**src/sv/pulse_matched_filter_defines.svh**
```systemverilog
// Assertion macros shared by the pulse matched filter RTL.
`ifndef PULSE_MATCHED_FILTER_DEFINES_SVH
`define PULSE_MATCHED_FILTER_DEFINES_SVH

// Same-cycle implication, sampled on i_clk, off while i_rst_n is low.
`define PMF_ASSERT_IMPL(lbl, ante, cons, msg) \
    lbl: assert property (@(posedge i_clk) disable iff (!i_rst_n) (ante) |-> (cons)) \
        else $error(msg);

// Next-cycle implication, sampled on i_clk, off while i_rst_n is low.
`define PMF_ASSERT_NEXT(lbl, ante, cons, msg) \
    lbl: assert property (@(posedge i_clk) disable iff (!i_rst_n) (ante) |=> (cons)) \
        else $error(msg);

`endif

```
**src/sv/pmf_pkg.sv**
```systemverilog
// Package for the pulse matched filter: widths, codes, control structs, FSM type.
`timescale 1ns / 1ps
package pmf_pkg;

    localparam int DEF_MAX_TAPS     = 32;
    localparam int DEF_SAMPLE_WIDTH = 16;
    localparam int OUT_WIDTH        = 40;
    localparam int CFG_WIDTH        = 6;
    localparam int TAP_IDX_WIDTH    = 5;

    localparam logic [CFG_WIDTH-1:0] TAPS_RESET = CFG_WIDTH'(32);

    // operation codes
    localparam logic OP_LOAD   = 1'b0;
    localparam logic OP_SAMPLE = 1'b1;

    typedef enum logic [1:0] {
        ST_IDLE,
        ST_RUN,
        ST_WAIT
    } t_state;

    // control to the sample cells
    typedef struct packed {
        logic push;
        logic shift;
        logic clear;
    } t_cell_ctl;

    // control to the multiply-accumulate unit
    typedef struct packed {
        logic issue;
        logic first;
        logic last;
        logic take;
    } t_mac_ctl;

endpackage

```
**src/sv/pmf_if.sv**
```systemverilog
// Valid/ready channel interfaces for the sample input and the filter output.
`timescale 1ns / 1ps
interface pmf_smp_if #(
    parameter int SAMPLE_WIDTH = pmf_pkg::DEF_SAMPLE_WIDTH
) ();
    import pmf_pkg::*;

    logic                           valid;
    logic                           ready;
    logic                           operation;
    logic [TAP_IDX_WIDTH-1:0]       tap_index;
    logic signed [SAMPLE_WIDTH-1:0] sample_value;
    logic                           final_sample;

    modport source (
        output valid, operation, tap_index, sample_value, final_sample,
        input  ready
    );
    modport sink (
        input  valid, operation, tap_index, sample_value, final_sample,
        output ready
    );
endinterface

interface pmf_res_if ();
    import pmf_pkg::*;

    logic                        valid;
    logic                        ready;
    logic signed [OUT_WIDTH-1:0] filtered_value;
    logic                        end_of_shot;

    modport source (
        output valid, filtered_value, end_of_shot,
        input  ready
    );
    modport sink (
        input  valid, filtered_value, end_of_shot,
        output ready
    );
endinterface

```
**src/sv/pmf_cell.sv**
```systemverilog
// One cell of the sample chain: a history stage and a working copy that drains toward cell 0.
`timescale 1ns / 1ps
module pmf_cell #(
    parameter int SAMPLE_WIDTH = pmf_pkg::DEF_SAMPLE_WIDTH
) (
    input  logic                           i_clk,
    input  logic                           i_rst_n,
    input  pmf_pkg::t_cell_ctl             i_ctl,
    input  logic signed [SAMPLE_WIDTH-1:0] i_hist,
    input  logic signed [SAMPLE_WIDTH-1:0] i_work,
    output logic signed [SAMPLE_WIDTH-1:0] o_hist,
    output logic signed [SAMPLE_WIDTH-1:0] o_work
);
    import pmf_pkg::*;

    logic signed [SAMPLE_WIDTH-1:0] r_hist;
    logic signed [SAMPLE_WIDTH-1:0] r_work;

    // history: shifts away from cell 0 on push, cleared at end of shot
    always_ff @(posedge i_clk) begin
        if (!i_rst_n) begin
            r_hist <= '0;
        end else if (i_ctl.clear) begin
            r_hist <= '0;
        end else if (i_ctl.push) begin
            r_hist <= i_hist;
        end
    end

    // working copy: loaded with the new window, then walks toward cell 0
    always_ff @(posedge i_clk) begin
        if (i_ctl.push) begin
            r_work <= i_hist;
        end else if (i_ctl.shift) begin
            r_work <= i_work;
        end
    end

    assign o_hist = r_hist;
    assign o_work = r_work;

endmodule

```
**src/sv/pmf_mac.sv**
```systemverilog
// Tap memory and the pipelined multiply-accumulate that builds one output word.
`timescale 1ns / 1ps
`include "pulse_matched_filter_defines.svh"
module pmf_mac #(
    parameter int MAX_TAPS     = pmf_pkg::DEF_MAX_TAPS,
    parameter int SAMPLE_WIDTH = pmf_pkg::DEF_SAMPLE_WIDTH
) (
    input  logic                                 i_clk,
    input  logic                                 i_rst_n,
    input  pmf_pkg::t_mac_ctl                    i_ctl,
    input  logic                                 i_we,
    input  logic [$clog2(MAX_TAPS)-1:0]          i_waddr,
    input  logic signed [SAMPLE_WIDTH-1:0]       i_wdata,
    input  logic [$clog2(MAX_TAPS)-1:0]          i_raddr,
    input  logic signed [SAMPLE_WIDTH-1:0]       i_sample,
    output logic                                 o_done,
    output logic signed [pmf_pkg::OUT_WIDTH-1:0] o_acc
);
    import pmf_pkg::*;

    localparam int PW = 2 * SAMPLE_WIDTH;

    logic signed [SAMPLE_WIDTH-1:0] r_mem [MAX_TAPS];

    logic signed [SAMPLE_WIDTH-1:0] r_tap;
    logic signed [SAMPLE_WIDTH-1:0] r_xs;
    logic                           r_a_vld;
    logic                           r_a_first;
    logic                           r_a_last;

    logic signed [PW-1:0]           r_prod;
    logic                           r_b_vld;
    logic                           r_b_first;
    logic                           r_b_last;

    logic signed [OUT_WIDTH-1:0]    r_acc;
    logic                           r_done;
    logic signed [OUT_WIDTH-1:0]    w_prod_ext;

    // tap memory, registered read
    always_ff @(posedge i_clk) begin
        if (i_we) begin
            r_mem[i_waddr] <= i_wdata;
        end
        if (i_ctl.issue) begin
            r_tap <= r_mem[i_raddr];
        end
    end

    // stage A: sample operand and step flags
    always_ff @(posedge i_clk) begin
        if (i_ctl.issue) begin
            r_xs      <= i_sample;
            r_a_first <= i_ctl.first;
            r_a_last  <= i_ctl.last;
        end
    end

    always_ff @(posedge i_clk) begin
        if (!i_rst_n) begin
            r_a_vld <= 1'b0;
            r_b_vld <= 1'b0;
        end else begin
            r_a_vld <= i_ctl.issue;
            r_b_vld <= r_a_vld;
        end
    end

    // stage B: product
    always_ff @(posedge i_clk) begin
        if (r_a_vld) begin
            r_prod    <= r_tap * r_xs;
            r_b_first <= r_a_first;
            r_b_last  <= r_a_last;
        end
    end

    // stage C: accumulate, modulo the output width
    assign w_prod_ext = OUT_WIDTH'(r_prod);

    always_ff @(posedge i_clk) begin
        if (r_b_vld) begin
            r_acc <= (r_b_first ? '0 : r_acc) + w_prod_ext;
        end
    end

    always_ff @(posedge i_clk) begin
        if (!i_rst_n) begin
            r_done <= 1'b0;
        end else if (i_ctl.take) begin
            r_done <= 1'b0;
        end else if (r_b_vld && r_b_last) begin
            r_done <= 1'b1;
        end
    end

    assign o_done = r_done;
    assign o_acc  = r_acc;

    // a held result never overlaps a new walk through the taps
    `PMF_ASSERT_IMPL(a_done_no_issue, r_done, !i_ctl.issue, "issue while result held")

endmodule

```
**src/sv/pmf_ctrl.sv**
```systemverilog
// Sequencer: tap count register, input acceptance, tap walk and tail flush control.
`timescale 1ns / 1ps
`include "pulse_matched_filter_defines.svh"
module pmf_ctrl #(
    parameter int MAX_TAPS     = pmf_pkg::DEF_MAX_TAPS,
    parameter int SAMPLE_WIDTH = pmf_pkg::DEF_SAMPLE_WIDTH
) (
    input  logic                                 i_clk,
    input  logic                                 i_rst_n,
    input  logic                                 i_cfg_we,
    input  logic [pmf_pkg::CFG_WIDTH-1:0]        i_cfg_wdata,
    input  logic                                 i_in_valid,
    input  logic                                 i_operation,
    input  logic [pmf_pkg::TAP_IDX_WIDTH-1:0]    i_tap_index,
    input  logic signed [SAMPLE_WIDTH-1:0]       i_sample,
    input  logic                                 i_final,
    input  logic                                 i_mac_done,
    input  logic                                 i_slot_free,
    output logic                                 o_in_ready,
    output logic signed [SAMPLE_WIDTH-1:0]       o_head,
    output pmf_pkg::t_cell_ctl                   o_cell_ctl,
    output pmf_pkg::t_mac_ctl                    o_mac_ctl,
    output logic                                 o_tap_we,
    output logic [$clog2(MAX_TAPS)-1:0]          o_tap_waddr,
    output logic [$clog2(MAX_TAPS)-1:0]          o_tap_raddr,
    output logic                                 o_eos
);
    import pmf_pkg::*;

    localparam int AW = $clog2(MAX_TAPS);
    localparam int CW = $clog2(MAX_TAPS + 1);
    localparam logic [7:0]    MaxTapsW = 8'(MAX_TAPS);
    localparam logic [CW-1:0] MaxTapsC = CW'(MAX_TAPS);
    localparam logic [CW-1:0] OneC     = CW'(1);

    t_state                 r_state, n_state;
    logic [AW-1:0]          r_step, n_step;
    logic [CW-1:0]          r_len, n_len;
    logic [AW-1:0]          r_tail_left, n_tail_left;
    logic                   r_final, n_final;
    logic [CFG_WIDTH-1:0]   r_taps, n_taps;

    logic [CW-1:0]          w_len_act;
    logic                   w_sample_acc;
    logic                   w_load_acc;
    logic                   w_take;
    logic                   w_run_last;
    logic                   w_tail_more;

    // tap count clipped to 1..MAX_TAPS
    always_comb begin
        if (r_taps == '0) begin
            w_len_act = OneC;
        end else if (8'(r_taps) > MaxTapsW) begin
            w_len_act = MaxTapsC;
        end else begin
            w_len_act = CW'(r_taps);
        end
    end

    assign w_sample_acc = i_in_valid && (r_state == ST_IDLE) && (i_operation == OP_SAMPLE);
    assign w_load_acc   = i_in_valid && (r_state == ST_IDLE) && (i_operation == OP_LOAD);
    assign w_run_last   = (CW'(r_step) == (r_len - OneC));
    assign w_take       = (r_state == ST_WAIT) && i_mac_done && i_slot_free;
    assign w_tail_more  = (r_tail_left != '0);

    // next state
    always_comb begin
        n_state = r_state;
        case (r_state)
            ST_IDLE: begin
                if (w_sample_acc) begin
                    n_state = ST_RUN;
                end
            end
            ST_RUN: begin
                if (w_run_last) begin
                    n_state = ST_WAIT;
                end
            end
            ST_WAIT: begin
                if (w_take) begin
                    n_state = w_tail_more ? ST_RUN : ST_IDLE;
                end
            end
            default: begin
                n_state = ST_IDLE;
            end
        endcase
    end

    // counters and per-shot registers
    always_comb begin
        n_step      = (r_state == ST_RUN && !w_run_last) ? r_step + AW'(1) : '0;
        n_len       = w_sample_acc ? w_len_act : r_len;
        n_final     = w_sample_acc ? i_final : r_final;
        n_taps      = i_cfg_we ? i_cfg_wdata : r_taps;
        n_tail_left = r_tail_left;
        if (w_sample_acc) begin
            n_tail_left = i_final ? AW'(w_len_act - OneC) : '0;
        end else if (w_take && w_tail_more) begin
            n_tail_left = r_tail_left - AW'(1);
        end
    end

    always_ff @(posedge i_clk) begin
        if (!i_rst_n) begin
            r_state     <= ST_IDLE;
            r_step      <= '0;
            r_len       <= OneC;
            r_tail_left <= '0;
            r_final     <= 1'b0;
            r_taps      <= TAPS_RESET;
        end else begin
            r_state     <= n_state;
            r_step      <= n_step;
            r_len       <= n_len;
            r_tail_left <= n_tail_left;
            r_final     <= n_final;
            r_taps      <= n_taps;
        end
    end

    // outputs
    always_comb begin
        o_in_ready       = (r_state == ST_IDLE);
        // tail pushes feed zeros into the history
        o_head           = (r_state == ST_IDLE) ? i_sample : '0;
        o_cell_ctl.push  = w_sample_acc || (w_take && w_tail_more);
        o_cell_ctl.shift = (r_state == ST_RUN);
        o_cell_ctl.clear = w_take && !w_tail_more && r_final;
        o_mac_ctl.issue  = (r_state == ST_RUN);
        o_mac_ctl.first  = (r_state == ST_RUN) && (r_step == '0);
        o_mac_ctl.last   = (r_state == ST_RUN) && w_run_last;
        o_mac_ctl.take   = w_take;
        o_tap_we         = w_load_acc && (8'(i_tap_index) < MaxTapsW);
        o_tap_waddr      = AW'(i_tap_index);
        // pulse is applied time reversed: step s uses tap L-1-s
        o_tap_raddr      = AW'(r_len - OneC - CW'(r_step));
        o_eos            = r_final && !w_tail_more;
    end

    `PMF_ASSERT_IMPL(a_step_in_range, r_state == ST_RUN, CW'(r_step) < r_len, "step beyond tap count")
    `PMF_ASSERT_IMPL(a_tail_bound, r_state != ST_IDLE, CW'(r_tail_left) < r_len, "tail count too large")
    `PMF_ASSERT_NEXT(a_take_then_free, w_take && !w_tail_more, r_state == ST_IDLE, "no return to idle")

endmodule

```
**src/sv/pulse_matched_filter.sv**
```systemverilog
// Top level of the pulse matched filter: sample cell chain, MAC unit, sequencer, output register.
//
//   channel   dir  handshake          word
//   i_smp     in   valid/ready        operation, tap_index, sample_value, final_sample
//   o_res     out  valid/ready        filtered_value, end_of_shot
//   i_cfg_*   in   write enable only  taps_in_use
//
// A sample yields one result, and a final sample yields L-1 more tail outputs (L = tap count):
// one shared multiply-accumulate walks the taps, one tap per cycle, behind a three-stage pipe.
// Reset is synchronous: history cleared, tap count back to 32, tap memory left as is.
// A full output register holds the sequencer in its wait state; new words are taken
// while a finished result still waits at the output.
`timescale 1ns / 1ps
module pulse_matched_filter #(
    parameter int MAX_TAPS     = pmf_pkg::DEF_MAX_TAPS,
    parameter int SAMPLE_WIDTH = pmf_pkg::DEF_SAMPLE_WIDTH
) (
    input  logic                          i_clk,
    input  logic                          i_rst_n,
    input  logic                          i_cfg_we,
    input  logic [pmf_pkg::CFG_WIDTH-1:0] i_cfg_wdata,
    pmf_smp_if.sink                       i_smp,
    pmf_res_if.source                     o_res
);
    import pmf_pkg::*;

    localparam int AW = $clog2(MAX_TAPS);

    t_cell_ctl                      w_cell_ctl;
    t_mac_ctl                       w_mac_ctl;
    logic                           w_in_ready;
    logic signed [SAMPLE_WIDTH-1:0] w_head;
    logic                           w_tap_we;
    logic [AW-1:0]                  w_tap_waddr;
    logic [AW-1:0]                  w_tap_raddr;
    logic                           w_eos;
    logic                           w_mac_done;
    logic signed [OUT_WIDTH-1:0]    w_mac_acc;
    logic                           w_slot_free;

    logic signed [SAMPLE_WIDTH-1:0] w_hin  [MAX_TAPS];
    logic signed [SAMPLE_WIDTH-1:0] w_wout [MAX_TAPS];

    logic                           r_out_vld;
    logic signed [OUT_WIDTH-1:0]    r_out_val;
    logic                           r_out_eos;

    assign w_slot_free = !r_out_vld || o_res.ready;

    pmf_ctrl #(
        .MAX_TAPS     (MAX_TAPS),
        .SAMPLE_WIDTH (SAMPLE_WIDTH)
    ) u_ctrl (
        .i_clk       (i_clk),
        .i_rst_n     (i_rst_n),
        .i_cfg_we    (i_cfg_we),
        .i_cfg_wdata (i_cfg_wdata),
        .i_in_valid  (i_smp.valid),
        .i_operation (i_smp.operation),
        .i_tap_index (i_smp.tap_index),
        .i_sample    (i_smp.sample_value),
        .i_final     (i_smp.final_sample),
        .i_mac_done  (w_mac_done),
        .i_slot_free (w_slot_free),
        .o_in_ready  (w_in_ready),
        .o_head      (w_head),
        .o_cell_ctl  (w_cell_ctl),
        .o_mac_ctl   (w_mac_ctl),
        .o_tap_we    (w_tap_we),
        .o_tap_waddr (w_tap_waddr),
        .o_tap_raddr (w_tap_raddr),
        .o_eos       (w_eos)
    );

    assign i_smp.ready = w_in_ready;

    // sample chain: history moves away from cell 0, working copy drains into it
    assign w_hin[0] = w_head;

    for (genvar k = 0; k < MAX_TAPS; k++) begin : g_cell
        if (k < MAX_TAPS - 1) begin : g_mid
            pmf_cell #(
                .SAMPLE_WIDTH (SAMPLE_WIDTH)
            ) u_cell (
                .i_clk   (i_clk),
                .i_rst_n (i_rst_n),
                .i_ctl   (w_cell_ctl),
                .i_hist  (w_hin[k]),
                .i_work  (w_wout[k+1]),
                .o_hist  (w_hin[k+1]),
                .o_work  (w_wout[k])
            );
        end else begin : g_end
            pmf_cell #(
                .SAMPLE_WIDTH (SAMPLE_WIDTH)
            ) u_cell (
                .i_clk   (i_clk),
                .i_rst_n (i_rst_n),
                .i_ctl   (w_cell_ctl),
                .i_hist  (w_hin[k]),
                .i_work  ('0),
                .o_hist  (),
                .o_work  (w_wout[k])
            );
        end
    end

    pmf_mac #(
        .MAX_TAPS     (MAX_TAPS),
        .SAMPLE_WIDTH (SAMPLE_WIDTH)
    ) u_mac (
        .i_clk    (i_clk),
        .i_rst_n  (i_rst_n),
        .i_ctl    (w_mac_ctl),
        .i_we     (w_tap_we),
        .i_waddr  (w_tap_waddr),
        .i_wdata  (i_smp.sample_value),
        .i_raddr  (w_tap_raddr),
        .i_sample (w_wout[0]),
        .o_done   (w_mac_done),
        .o_acc    (w_mac_acc)
    );

    // output register
    always_ff @(posedge i_clk) begin
        if (!i_rst_n) begin
            r_out_vld <= 1'b0;
        end else if (w_mac_ctl.take) begin
            r_out_vld <= 1'b1;
        end else if (o_res.ready) begin
            r_out_vld <= 1'b0;
        end
    end

    always_ff @(posedge i_clk) begin
        if (w_mac_ctl.take) begin
            r_out_val <= w_mac_acc;
            r_out_eos <= w_eos;
        end
    end

    assign o_res.valid          = r_out_vld;
    assign o_res.filtered_value = r_out_val;
    assign o_res.end_of_shot    = r_out_eos;

endmodule
```
**src/flat_wrapper.sv**
```systemverilog
// flat-port wrapper written by rule: the top's interface ports become plain ports
module pulse_matched_filter_flat import pmf_pkg::*;
#(
    parameter int MAX_TAPS     = pmf_pkg::DEF_MAX_TAPS,
    parameter int SAMPLE_WIDTH = pmf_pkg::DEF_SAMPLE_WIDTH
)
  (i_clk, i_rst_n, i_cfg_we, i_cfg_wdata, i_smp_valid, i_smp_operation, i_smp_tap_index, i_smp_sample_value, i_smp_final_sample, i_smp_ready, o_res_valid, o_res_filtered_value, o_res_end_of_shot, o_res_ready);
  pmf_smp_if #(.SAMPLE_WIDTH(SAMPLE_WIDTH)) i_smp_i ();
  pmf_res_if o_res_i ();
  input  logic i_clk;
  input  logic i_rst_n;
  input  logic i_cfg_we;
  input  logic [pmf_pkg::CFG_WIDTH-1:0] i_cfg_wdata;
  input wire logic [$bits(i_smp_i.valid)-1:0] i_smp_valid;
  input wire logic [$bits(i_smp_i.operation)-1:0] i_smp_operation;
  input wire logic [$bits(i_smp_i.tap_index)-1:0] i_smp_tap_index;
  input wire logic [$bits(i_smp_i.sample_value)-1:0] i_smp_sample_value;
  input wire logic [$bits(i_smp_i.final_sample)-1:0] i_smp_final_sample;
  output wire logic [$bits(i_smp_i.ready)-1:0] i_smp_ready;
  output wire logic [$bits(o_res_i.valid)-1:0] o_res_valid;
  output wire logic [$bits(o_res_i.filtered_value)-1:0] o_res_filtered_value;
  output wire logic [$bits(o_res_i.end_of_shot)-1:0] o_res_end_of_shot;
  input wire logic [$bits(o_res_i.ready)-1:0] o_res_ready;
  assign i_smp_i.valid = i_smp_valid;
  assign i_smp_i.operation = i_smp_operation;
  assign i_smp_i.tap_index = i_smp_tap_index;
  assign i_smp_i.sample_value = i_smp_sample_value;
  assign i_smp_i.final_sample = i_smp_final_sample;
  assign i_smp_ready = i_smp_i.ready;
  assign o_res_valid = o_res_i.valid;
  assign o_res_filtered_value = o_res_i.filtered_value;
  assign o_res_end_of_shot = o_res_i.end_of_shot;
  assign o_res_i.ready = o_res_ready;
  pulse_matched_filter #(.MAX_TAPS(MAX_TAPS), .SAMPLE_WIDTH(SAMPLE_WIDTH)) u_core (.i_clk(i_clk), .i_rst_n(i_rst_n), .i_cfg_we(i_cfg_we), .i_cfg_wdata(i_cfg_wdata), .i_smp(i_smp_i), .o_res(o_res_i));
endmodule
```
**config.mk**
```make
export PLATFORM = sky130hd
export DESIGN_NAME = pulse_matched_filter_flat
export DESIGN_NICKNAME = d
export VERILOG_FILES = /design/src/sv/pmf_pkg.sv /design/src/sv/pmf_if.sv /design/src/sv/pmf_cell.sv /design/src/sv/pmf_mac.sv /design/src/sv/pmf_ctrl.sv /design/src/sv/pulse_matched_filter.sv /design/src/flat_wrapper.sv
export VERILOG_INCLUDE_DIRS = /design/src /design/src/sv
export SDC_FILE = /design/constraint.sdc
export NUM_CORES = 2
export LEC_CHECK = 0
export ABC_CLOCK_PERIOD_IN_PS = 28900
export BUFFER_PORTS_ARGS = -buffer_cell sky130_fd_sc_hd__buf_2
export CAP_MARGIN = 20
export CORE_ASPECT_RATIO = 1.5
export CORE_MARGIN = 1
export CORE_UTILIZATION = 55
export DETAILED_ROUTE_END_ITERATION = 7
export PLACE_DENSITY = 0.76
export SLEW_MARGIN = 20
export SYNTH_ARGS = -nofsm -noshare
export SYNTH_HDL_FRONTEND = slang
export SYNTH_SLANG_ARGS = --single-unit
export TNS_END_PERCENT = 100
```
**constraint.sdc**
```tcl
create_clock -name i_clk -period 28.9 [get_ports i_clk]
set_input_delay 1.445 -clock i_clk [delete_from_list [all_inputs] [get_ports i_clk]]
set_output_delay 1.445 -clock i_clk [all_outputs]
set_load 0.05 [all_outputs]
```
* After elaboration in Yosys (flattened, before gate mapping)
Memories as Yosys holds them, arrays and structs flattened. A register that Yosys moved wholly into a read port is not among the register bits.
Index checks and enable logic that the tools add are counted.
** Word-level totals
- Register bits after elaboration :: 1170
- RAM bits :: 512
- Bits of input ports :: 34
- Output and inout bits :: 43
- Memories kept :: 1
** Memory list
- u_core.u_mac.r_mem :: words 32, bits a word 16, rd ports 1, clocked after memory_dff 1, wr ports 1, line pmf_mac.sv:23 : logic signed [SAMPLE_WIDTH-1:0] r_mem [MAX_TAPS];
** Operators by class
- Add/subtract/negate cells :: 6
- $mul :: 1
- $lt $le $gt $ge :: 1
- Eq/ne operators :: 6
- Muxes and demuxes :: 80
- Bitwise gates (word level) :: 2
- Reductions and logical operators :: 29
** Operators by type and width (count)
- two-way mux 16 bit :: 65
- adder 40 bit :: 1
- two-way mux 40 bit :: 1
- multiplier 16 x 16 -> 32 bit :: 1
- two-way mux 5 bit :: 3
- logical AND 1 bit :: 13
- two-way mux 6 bit :: 2
- subtractor 5 x 1 -> 5 bit, second input constant :: 2
- == test 5 x 6 -> 1 bit :: 1
- greater-than comparator 6 bit, second input constant :: 1
- logical NOT 6 bit :: 1
- two-way mux 2 bit :: 3
- one-hot mux 2 bit (3 select lines) :: 1
- nonzero test 2 bit :: 3
- subtractor 6 x 1 -> 6 bit, second input constant :: 1
- adder 5 x 1 -> 5 bit, second input constant :: 1
- logical NOT 5 bit :: 1
- two-way mux 1 bit :: 5
- nonzero test 5 bit :: 1
- subtractor 5 bit :: 1
- inequality test 2 x 1 -> 1 bit, second input constant :: 2
- OR reduction 2 bit :: 2
- logical NOT 1 bit :: 3
- AND reduction 3 bit :: 1
- 7 further kinds :: 9

* Logic depth before layout (Yosys ltp)
- Word-level depth :: 6
- Mapped depth :: 24
- Depth with buffers taken out :: 23

* Modules after synthesis
From an unflattened synthesis, not the netlist that was laid out.
** Unflattened totals
- Cells, all modules :: 6402
- Area total of the unflattened synthesis :: 79253.5 µm²
** Modules (own cells, without submodules)
- pmf_cell :: times used 32, cells each 121, area an instance 1296.2 µm², sequential area each 800.8 µm²
- pmf_mac :: times used 1, cells each 2281, area an instance 34812.1 µm², sequential area each 18677.9 µm²
- pmf_ctrl :: times used 1, cells each 203, area an instance 1677.9 µm², sequential area each 500.5 µm²
- pulse_matched_filter :: times used 1, cells each 46, area an instance 1283.7 µm², sequential area each 1251.2 µm²

* Worst setup path before layout
Ideal clock, no wire load.
- Kind :: input to register
- Start :: in o_res_ready
- End :: reg u_core.g_cell[0].g_mid.u_cell.r_work[0] (enable)
- Setup time :: 3.661 ns
- Data arrival time :: 11.167 ns
- Data required time :: 25.239 ns
- Path slack :: 14.072 ns
- Stages :: 8
- Buffers on the path :: 3
- Cell sequence :: nand2b_1 nand3_1 nor2_1 nor2_1 clkbuf_1 clkbuf_1 clkbuf_1 nand2_1
** On the way
- Word-level cells in the longest chain between the ends :: 5
** Ends and longest elaborated chain
- from (decl) :: line flat_wrapper.sv:23 : input wire logic [$bits(o_res_i.ready)-1:0] o_res_ready;
- logical OR 1 bit :: line pulse_matched_filter.sv:48 : assign w_slot_free = !r_out_vld || o_res.ready;
- logical AND 1 bit :: line pmf_ctrl.sv:64 : assign w_take = (r_state == ST_WAIT) && i_mac_done && i_slot_free;
- logical AND 1 bit :: line pmf_ctrl.sv:129 : o_cell_ctl.push = w_sample_acc || (w_take && w_tail_more);
- logical OR 1 bit :: line pmf_ctrl.sv:129
- nonzero test 2 bit (no line)
- to (signal assigned) :: line pmf_cell.sv:33 : r_work <= i_hist;
- to (signal assigned) :: line pmf_cell.sv:35 : r_work <= i_work;
- to (decl) :: line pmf_cell.sv:17 : logic signed [SAMPLE_WIDTH-1:0] r_work;
No other way between the ends.
A chain may end at the register's enable or synchronous reset.

* Worst setup path after layout
- Start :: reg u_core.u_mac.r_xs[1]
- End :: reg u_core.u_mac.r_prod[30] (data pin)
** On the way
- Word-level cells in the longest chain between the ends :: 1
** Ends and longest elaborated chain
- from (decl) :: line pmf_mac.sv:26 : logic signed [SAMPLE_WIDTH-1:0] r_xs;
- from (signal assigned) :: line pmf_mac.sv:53 : r_xs <= i_sample;
- multiplier 16 x 16 -> 32 bit :: line pmf_mac.sv:72 : r_prod <= r_tap * r_xs;
- to (signal assigned) :: line pmf_mac.sv:72
- to (decl) :: line pmf_mac.sv:31 : logic signed [PW-1:0] r_prod;
No other way between the ends.

==> impl_metrics.yaml <==
logic_synthesis:
  synth.area.top_cells: "edfxtp_1, dfxtp_1, nand2_1, fa_1, mux4_2"
  yosysTopAreaCell: "edfxtp_1"
  synthSimpleGateAreaFrac_pct: 13.7
  synthArstFlopShare_pct: 0
  yosysSeqAreaShare_pct: 62.1
  synthTopCellsByCount: "nand2_1, edfxtp_1, a21oi_1"
  syn_avg_cell_area_um2: 11.9
  netlist_area_um2: 73600
  synthMostInstantiatedCell: "nand2_1"
  ys_types: 63
  ys_warn_count: 0
  synthAdderAreaFrac_pct: 9.39
  synth_edf_count: 1173
  synth_xor_area_share_pct: 1.01
  syn_nets: 6602
  ys.flop_type: "edfxtp_1"
  synth_mux_area_share_pct: 5.22
  ys_ff_latch: 1698
  synth_top_family_by_area: "simple AND/OR/NAND/NOR gates"
  synth_compound_area_share_pct: 5.39
  synthCells: 6174
  synth_top_area_share_pct: 47.8
timing:
  final-hold-violation-count: 0
  max_freq_ghz: 0.140
  slew_headroom_pct: 19.0
  fin_skew_ns: 0.0332
  finalSetupViolations: 0
  min_period_over_period_pct: 24.8
  worst_pin_slew_ns: 1.22
  slew_viol_final: 0
  period_needed_ns: 7.17
  setup_tns_ns: 0
  rsz0062_at_grt: "false"
clock_network:
  clock_path_buffers: 3
  htreeDepth: 4
  clockRootBuffer: "clkbuf_16"
  cts_tree: "done"
  clk_pin_slew_ns: 0.07
  clock-sinks: 1698
  hold_buffers: 0
  ctsResizeCount: 0
  cts_setup_buffers: 0
  insertion_delay_ns: 0.79
  numCtsBuffers: 148
floorplanning:
  dieArea_um2: 135000
  initial_core_util_pct: 55.4
  dieWidth_um: 301
  io_pins: 77
  die_y_um: 450
  fp-row-count: 164
  coreArea_um2: 133000
setup_path:
  crit_type: "reg2reg"
  crit_slowest_cell: "fa_1"
  start_kind: "flip-flop"
  cpLargestDelayFamily: "adder cells"
  worstPathMaxFanout: 16
  critPathCaptureType: "flip-flop"
  worstPathRequired_ns: 29.40
  cp_common_cell: "fa_1"
  cp_num_buf_inv: 3
  worst_ep_arrival_time_ns: 7.67
  crit_chain: "nand2_1 > inv_1 > fa_1 > fa_1 > fa_1 > fa_1 > fa_1 > inv_1 > fa_1 > inv_1 > ha_1 > and4_1 > nand2_1 > or2_2 > nor4bb_1 > or4b_1 > nand3_1 > nand3_2 > nor4_2 > nor3_1 > xor2_1"
  worst_path_largest_cell_delay_ns: 0.90
global_routing:
  grt_max_degree: 257
  overflow: 0
  groute.usage.overall_pct: 21.6
  grt_pass1_vias: 45072
  grt_pass1_wl_um: 235000
  antenna_found_initial: 5
placement:
  dp.cells: 7726
  hpwlAfterDp_um: 87800
  port_buffers: 76
  finalWeightedCongestion: 0.866
finish:
  layout-drive-gt1-share_pct: 9.23
  multiInputGateArea_um2: 25700
  area_growth_pct: 9.39
  final_nets: 6564
  nFillCells: 10064
  seqCellArea_um2: 45700
  fin_cells: 8006
min_path:
  hold_class: "reg2reg"
pwr:
  ir_drop_mv: 0.255
  p_leak_nw: 30.9
  p_per_area_nw_per_um2: 128
job:
  maxCapViolations: 0
drt:
  drt-initial-drc-count: 3806
  antenna_left: 0
  routed_wl_um: 145000
  first_pass_iters: 6
  vias_per_cell: 5.54
  via_count: 44342
  drc: 0
  avgRoutedWirePerCell_um: 18.1
status:
  outcome: "completed"
==> routing by layer <==
layer  global-route usage (%)  vias to the layer above  share of wire [%]
met3                     3.58                      277                5.5
met2                     37.2                     1166                 51
met4                     7.27                        8                2.6
met1                     27.6                    22105                 40
li1                         -                    20786                  -
met5                        0                        -              0.035
==> report_power, final <==
group          internal, W  switching, W  total, W
Combinational      0.00227       0.00284   0.00512
Clock              0.00109      0.000898   0.00199
Sequential         0.00310     0.0000808   0.00318
==> area by class of cell <==
cell class | count | area share [%]
tap | 1743 | 2.71
clock inverter | 72 | 0.876
sequential | 1698 | 56.8
inverter | 308 | 1.44
timing repair buffer | 117 | 1.03
multi-input combinational | 3863 | 31.9
clock buffer | 204 | 5.22
antenna | 1 | 0.00311
==> worst paths after layout <==
kind / slack [ns] / from / end / cells past startpoint
setup / recovery: 21.73 / u_core.u_mac.r_xs[1]$_DFFE_PP_ / u_core.u_mac.r_prod[30]$_DFFE_PP_ / 21
hold / removal: 0.43 / u_core.g_cell[0].g_mid.u_cell.o_work[14]$_DFFE_PP_ / u_core.u_mac.r_xs[14]$_DFFE_PP_ / 0
hold reg to reg: 0.43 / u_core.g_cell[0].g_mid.u_cell.o_work[14]$_DFFE_PP_ / u_core.u_mac.r_xs[14]$_DFFE_PP_ / 0
setup reg to reg: 21.73 / u_core.u_mac.r_xs[1]$_DFFE_PP_ / u_core.u_mac.r_prod[30]$_DFFE_PP_ / 21
==> worst register-to-register path, delay by kind of cell, from the launching register on <==
family	cells	cell delay [ns]
buf+inv	3	0.25
xor+xnor	1	0.10
simple gates	10	1.93
fa+ha+maj	7	3.82
flops	1	0.79
==> registers in the layout, summed over array words and instances, names as in the netlist, 6 cells and up <==
signal / cells
u_core.u_ctrl.r_taps: 6
u_core.u_mac.r_xs: 16
u_core.u_ctrl.r_len: 6
u_core.u_mac.r_prod: 32
u_core.u_mac.r_tap: 16
u_core.g_cell.g_mid.u_cell.o_hist: 496
u_core.g_cell.g_end.u_cell.o_work: 16
u_core.u_mac.o_acc: 40
u_core.u_mac.r_mem: 512
u_core.g_cell.g_mid.u_cell.o_work: 496
u_core.o_res.filtered_value: 40
==> metrics by stage <==
stage	util, %	hold slack [ns]	worst slack (ns)	total power (W)	instance area (um2)
3_3_place_gp	56.8	0.402	20.90	0.00817	75500
6_report	60.6	0.428	21.73	0.0103	80500
2_1_floorplan	-	0.400	14.07	0.00735	73600
4_1_cts	60.5	0.427	21.68	0.0104	80400
5_1_grt	60.6	0.432	21.45	0.0111	80500
3_5_place_dp	56.8	0.406	20.83	0.00834	75500
==> placed cells by master, fill, tap and decap left out, types with 20 or more instances in the layout <==
cell type and count:
a21o_1 33, a21oi_1 540, and2_1 144, buf_2 76, buf_4 30, clkbuf_1 34, clkbuf_16 154, clkinv_2 23
dfxtp_1 524, edfxtp_1 1173, fa_1 263, ha_1 129, inv_1 307, mux4_2 160, nand2_1 2086, nand2b_1 23
nand3_1 20, nor2_1 90, nor2_2 21, nor2b_1 52, o21ai_0 29, xnor2_1 58, xor2_1 25
==> cells by family after synthesis <==
| kind of cell | count (synthesis) |
|---|---|
| adder cells (fa/ha/maj) | 394 |
| flip-flops | 1698 |
| multiplexers | 182 |
| buffers and inverters | 613 |
| AND/OR/NAND/NOR | 2496 |
| AO/OA/AOI/OAI | 706 |
| XOR/XNOR | 85 |
Power figures use the tool's default switching activity.
